`src/sv/sfc_pkg.sv`:
```
// Shared types and constants for the sphere frustum cull unit.
// Used by sfc_plane_lane and sphere_frustum_cull_masked_unit; depends on nothing.
`default_nettype none

package sfc_pkg;

   // Default configuration of the unit.
   localparam int NUM_PLANES_DEF = 6;
   localparam int COORD_BITS_DEF = 24;

   // Fixed field widths.
   localparam int MAX_PLANES     = 6;
   localparam int MASK_BITS      = 6;
   localparam int PLANE_IDX_BITS = 3;
   localparam int RADIUS_BITS    = 23;
   localparam int PLANE_BITS     = 64;
   localparam int NORMAL_BITS    = 12;
   localparam int OFFSET_BITS    = 28;
   localparam int CSR_IDX_BITS   = 3;

   // Offset and radius are brought to the 14 fraction bits of the products.
   localparam int SCALE_SHIFT = 10;

   // Bit positions inside a packed plane register.
   localparam int NX_LSB  = 52;
   localparam int NY_LSB  = 40;
   localparam int NZ_LSB  = 28;
   localparam int OFF_LSB = 0;

   // Classification codes.
   localparam logic [1:0] RES_INSIDE  = 2'd0;
   localparam logic [1:0] RES_PARTIAL = 2'd1;
   localparam logic [1:0] RES_OUTSIDE = 2'd2;

   // Per-stage load enables shared by the top level and the plane lanes.
   typedef struct packed {
      logic s1_en;
      logic s2_en;
      logic s3_en;
   } stage_en_type;

endpackage

`default_nettype wire

```
`src/sv/sfc_plane_lane.sv`:
```
// One frustum plane test: three products, the signed distance, and the compare
// against the radius, each behind a register. Depends on sfc_pkg.
`default_nettype none

module sfc_plane_lane #(
   parameter int COORD_BITS = sfc_pkg::COORD_BITS_DEF
) (
   input  wire                                  clock,
   input  wire sfc_pkg::stage_en_type           stage_en,
   input  wire [sfc_pkg::PLANE_BITS-1:0]        plane,
   input  wire signed [COORD_BITS-1:0]          center_x,
   input  wire signed [COORD_BITS-1:0]          center_y,
   input  wire signed [COORD_BITS-1:0]          center_z,
   input  wire [sfc_pkg::RADIUS_BITS-1:0]       radius_s2,
   input  wire                                  tested_s2,
   output logic                                 reject_ff,
   output logic                                 partial_ff
);

   localparam int PW = COORD_BITS + sfc_pkg::NORMAL_BITS;
   localparam int SW = COORD_BITS + 14;
   localparam int DW = ((SW > sfc_pkg::OFFSET_BITS + sfc_pkg::SCALE_SHIFT) ?
                        SW : sfc_pkg::OFFSET_BITS + sfc_pkg::SCALE_SHIFT) + 1;
   localparam int RW = sfc_pkg::RADIUS_BITS + sfc_pkg::SCALE_SHIFT + 1;

   logic signed [sfc_pkg::NORMAL_BITS-1:0] nx, ny, nz;
   logic signed [sfc_pkg::OFFSET_BITS-1:0] off;
   logic signed [PW-1:0] px_in, py_in, pz_in;
   logic signed [PW-1:0] px_ff, py_ff, pz_ff;
   logic signed [DW-1:0] dist_in, dist_ff;
   logic signed [DW-1:0] r_pos, r_neg;
   logic                 reject_in, partial_in;

   assign nx  = plane[sfc_pkg::NX_LSB +: sfc_pkg::NORMAL_BITS];
   assign ny  = plane[sfc_pkg::NY_LSB +: sfc_pkg::NORMAL_BITS];
   assign nz  = plane[sfc_pkg::NZ_LSB +: sfc_pkg::NORMAL_BITS];
   assign off = plane[sfc_pkg::OFF_LSB +: sfc_pkg::OFFSET_BITS];

   // Stage 1: one product per axis.
   assign px_in = PW'(nx) * PW'(center_x);
   assign py_in = PW'(ny) * PW'(center_y);
   assign pz_in = PW'(nz) * PW'(center_z);

   // Stage 2: exact signed distance with 14 fraction bits.
   assign dist_in = DW'(px_ff) + DW'(py_ff) + DW'(pz_ff)
                  + (DW'(off) <<< sfc_pkg::SCALE_SHIFT);

   // Stage 3: compare against plus and minus the scaled radius.
   assign r_pos = DW'({1'b0, radius_s2, {sfc_pkg::SCALE_SHIFT{1'b0}}});
   assign r_neg = -r_pos;
   assign reject_in  = tested_s2 && (dist_ff < r_neg);
   assign partial_in = tested_s2 && !(dist_ff < r_neg) && (dist_ff < r_pos);

   always_ff @(posedge clock) begin
      if (stage_en.s1_en) begin
         px_ff <= px_in;
         py_ff <= py_in;
         pz_ff <= pz_in;
      end
      if (stage_en.s2_en) begin
         dist_ff <= dist_in;
      end
      if (stage_en.s3_en) begin
         reject_ff  <= reject_in;
         partial_ff <= partial_in;
      end
   end

   // The radius width must stay inside the distance width for the compare.
   if (RW > DW) begin : g_width_check
      $error("sfc_plane_lane: distance width too narrow for the radius");
   end

endmodule

`default_nettype wire

```
`config.mk`:
```
export PLATFORM = sky130hd
export DESIGN_NAME = sfc_plane_lane
export DESIGN_NICKNAME = d
export VERILOG_FILES = /design/src/sv/sfc_pkg.sv /design/src/sv/sfc_plane_lane.sv
export SDC_FILE = /design/constraint.sdc
export NUM_CORES = 2
export LEC_CHECK = 0
export BUFFER_PORTS_ARGS = -buffer_cell sky130_fd_sc_hd__buf_2
export CAP_MARGIN = 20
export CORE_MARGIN = 3
export CORE_UTILIZATION = 50
export DETAILED_ROUTE_END_ITERATION = 10
export HOLD_SLACK_MARGIN = 0.12
export PLACE_DENSITY = 0.67
export SKIP_CTS_REPAIR_TIMING = 1
export SLEW_MARGIN = 30
export SYNTH_ARGS = -nofsm -noshare
export SYNTH_HDL_FRONTEND = slang
export SYNTH_SLANG_ARGS = --single-unit
```
`constraint.sdc`:
```
create_clock -name clock -period 6.5 [get_ports clock]
set_clock_uncertainty 0.1 [all_clocks]
set_input_delay 0 -clock clock [delete_from_list [all_inputs] [get_ports clock]]
set_output_delay 0 -clock clock [all_outputs]
set_load 0.02 [all_outputs]
```
==> metrics.md <==
| Metric | Value |
|---|---|
| DRT Wirelength | `87.9 mm` |
| Final period util | `0.901` |
| GP Congestion | `0.874` |
| Bufs on Longest Clock Path | `2` |
| Synth area leaders | `fa_1, edfxtp_1, ha_1` |
| First-pass GRT wire length | `146 mm` |
| Library cells used by synthesis | `64` |
| Unrepaired setup endpoints after global routing | `no` |
| Startpoint Class | `input port` |
| EDFF count, synth | `139` |
| Worst hold path type | `input port to flop` |
| R2R Setup Slk | `2.21 ns` |
| Cells after Synth | `4085` |
| CP Data Arrival Time | `5.93 ns` |
| R2r worst-path depth | `12` |
| Die height | `282 um` |
| Core Footprint | `75100 um^2` |
| Total Routing Usage GR | `0.232` |
| Die ar. | `79700 um^2` |
| Fin. Hold Viols | `0` |
| Flops & latches, synth | `139` |
| Number of global-route vias before repair | `28300` |
| Mapped Avg Cell Area | `9.34 um^2` |
| Drt wl/cell | `17.1 um` |
| Buf+Inv Stages, Crit Path | `5` |
| # IOs | `166` |
| CP cell instances | `dlygate4sd3_1 -> buf_2 -> nand2b_1 -> fa_1 -> fa_1 -> inv_1 -> fa_1 -> fa_1 -> inv_1 -> fa_1 -> inv_1 -> ha_1 -> and3_1 -> o311ai_0 -> a211oi_1 -> o21ai_1 -> a31oi_1 -> a21oi_1 -> nor2_1 -> nor2_1 -> xnor2_1` |
| DR pass1 iterations | `5` |
| Layout Nets | `5468` |
| Post-synth top area share | `0.441` |
| Crit end category | `flop` |
| Worst R2R Start | `py_ff[9]$_DFFE_PP_` |
| Initial antenna violation count | `9` |
| Worst slew margin | `0.377` |
| Final ANT Viol Nets | `0` |
| Cell depth of the worst setup path | `21` |
| R2R Path End | `dist_ff[37]$_DFFE_PP_` |
| Met3 Wirelength | `5.54 mm` |
| Crit path required time | `6.57 ns` |
| Clock latency on the worst-skew pair | `0.43 ns` |
| H-tree lvl count | `4` |
| Routed met1 length | `38.6 mm` |
| Ys flop type | `edfxtp_1` |
| Max-cap violation count | `0` |
| Leading cell type in the layout, fill and taps excluded | `inv_1` |
| Worst Tran Pin Value | `0.923 ns` |
| Seq/Total Area, Yosys | `0.109` |
| Most frequent cells in the layout | `inv_1, fa_1, nand2_1, ha_1, and2_1` |
| Final Setup Violations | `0` |
| PortBufs | `165` |
| Total nets after synthesis | `5413` |
| Crit path kind | `input port to flop` |
| Crit path max-delay family | `adder cells` |
| Min Clock Period, post-route | `5.86 ns` |
| CTS clk-pin slew, worst paths | `0.06 ns` |
| F_max | `0.171 GHz` |
| Critical-path top delay cell | `a211oi_1` |
| Status | `complete, no violations` |
| Clock root buffer | `clkbuf_16` |
| CP endpoint | `px_ff[33]$_DFFE_PP_` |
| Crit path launch | `center_x[0]` |
| Area leader, netlist | `fa_1` |
| Hpwl dp | `73.7 mm` |
| Max FO, Critical Path | `12` |
| Slew Viols, Final | `0` |
| Critical Path Max Stage Delay | `0.57 ns` |
| CTS tree | `yes` |
| Met2 WL | `41.7 mm` |
| DRT iter0 DRCs | `1667` |
| Layout cells sized above 1 | `0.0547` |
| Mapped Area | `38200 um^2` |
| Total congestion overflow | `0` |
| Row count | `100` |
| Worst path most repeated cell | `fa_1` |
| Largest net degree at the start of global routing | `56` |
| Asr flop ratio synth | `0` |
| Horiz. Die Dim | `282 um` |
| Drt drc | `0` |
| Fillers | `6862` |
| DR vias/cell | `5.27` |
| Highest metal layer with signal wires | `met5` |
| Syn-to-layout area delta | `5.93%` |
| Syn. warnings | `0` |
| CTS Buf Count | `17` |
| Setup TNS | `0 ns` |
| Via count | `27000` |
| Clk sink count | `139` |
| Initial Util | `0.508` |
## cell type report
cell class,count,area (um^2),area share
antenna,8,20.0,0.000495
clock buffer,17,425,0.0105
clock inverter,14,146,0.00362
inverter,952,3570,0.0884
multi-input combinational,2844,29900,0.738
sequential,139,4170,0.103
tap,969,1210,0.0300
timing repair buffer,186,1020,0.0253
## registers in the layout (all words and copies together) (netlist names)
signal      count
px_ff          36
py_ff          36
pz_ff          36
dist_ff        29
partial_ff      1
reject_ff       1
## how the worst min path moves through the flow
stage                                 end         from  cells after the start
floorplan           dist_ff[10]$_DFFE_PP_  stage_en[1]                      0
CTS                   reject_ff$_DFFE_PP_  stage_en[0]                      1
global route           px_ff[0]$_DFFE_PP_    plane[52]                      2
finish                 px_ff[0]$_DFFE_PP_    plane[52]                      2
detailed placement    reject_ff$_DFFE_PP_  stage_en[0]                      1
global placement     partial_ff$_DFFE_PP_  stage_en[0]                      1
## cell families (layout without fill, tap and decap cells)
logic type,count (synthesis),count (layout),synth area share
xor+xnor,152,152,0.0349
flops,139,139,0.109
fa+ha+maj,1164,1164,0.547
other cells,0,8,0
buf+inv,1102,1169,0.108
simple gates,1152,1152,0.136
compound gates,376,376,0.0648
## synthesized netlist by cell type, types with 2 or more instances
cell type / n
inv_1: 952
fa_1: 840
nand2_1: 645
ha_1: 324
and2_1: 212
clkbuf_1: 150
nor2_1: 147
edfxtp_1: 139
xnor2_1: 120
a21oi_1: 115
a21o_1: 63
o21ai_0: 53
xor2_1: 32
nor3_1: 27
o21a_1: 24
nand3_1: 23
nand2b_1: 20
nor2b_1: 20
a211oi_1: 19
nand4_1: 17
o21bai_1: 14
and3_1: 12
o31ai_1: 10
or2_2: 9
a211o_1: 8
a31oi_1: 8
o211ai_1: 8
nor4_1: 7
o21ai_1: 5
a2111oi_0: 4
o22ai_1: 4
o31a_1: 4
a21oi_2: 3
a221o_1: 3
a221oi_1: 3
and4_1: 3
nand3b_1: 3
o2111ai_1: 3
o41ai_1: 3
or3_1: 3
a22oi_1: 2
o311a_1: 2
## layer usage
layer  up-vias  GRT usage
li1      12400          -
met1     13800      0.329
met2       705      0.380
met3       110     0.0318
met4         6     0.0555
met5         -          0
## stage by stage
stage,area [um^2],utilization,cells,setup slack [ns],hold slack [ns]
2_1_floorplan,38200,-,4085,1.18,0.0125
4_1_cts,40300,0.537,5114,0.882,-0.255
3_3_place_gp,39700,0.529,5082,0.457,0.189
5_1_grt,40400,0.538,5124,0.381,0.136
3_5_place_dp,39800,0.530,5083,0.452,0.190
6_report,40400,0.539,5129,0.643,0.128
Power is left out: the tool's default activity adds up to more than one toggle a clock period on the data nets, which glitch-free logic cannot reach.
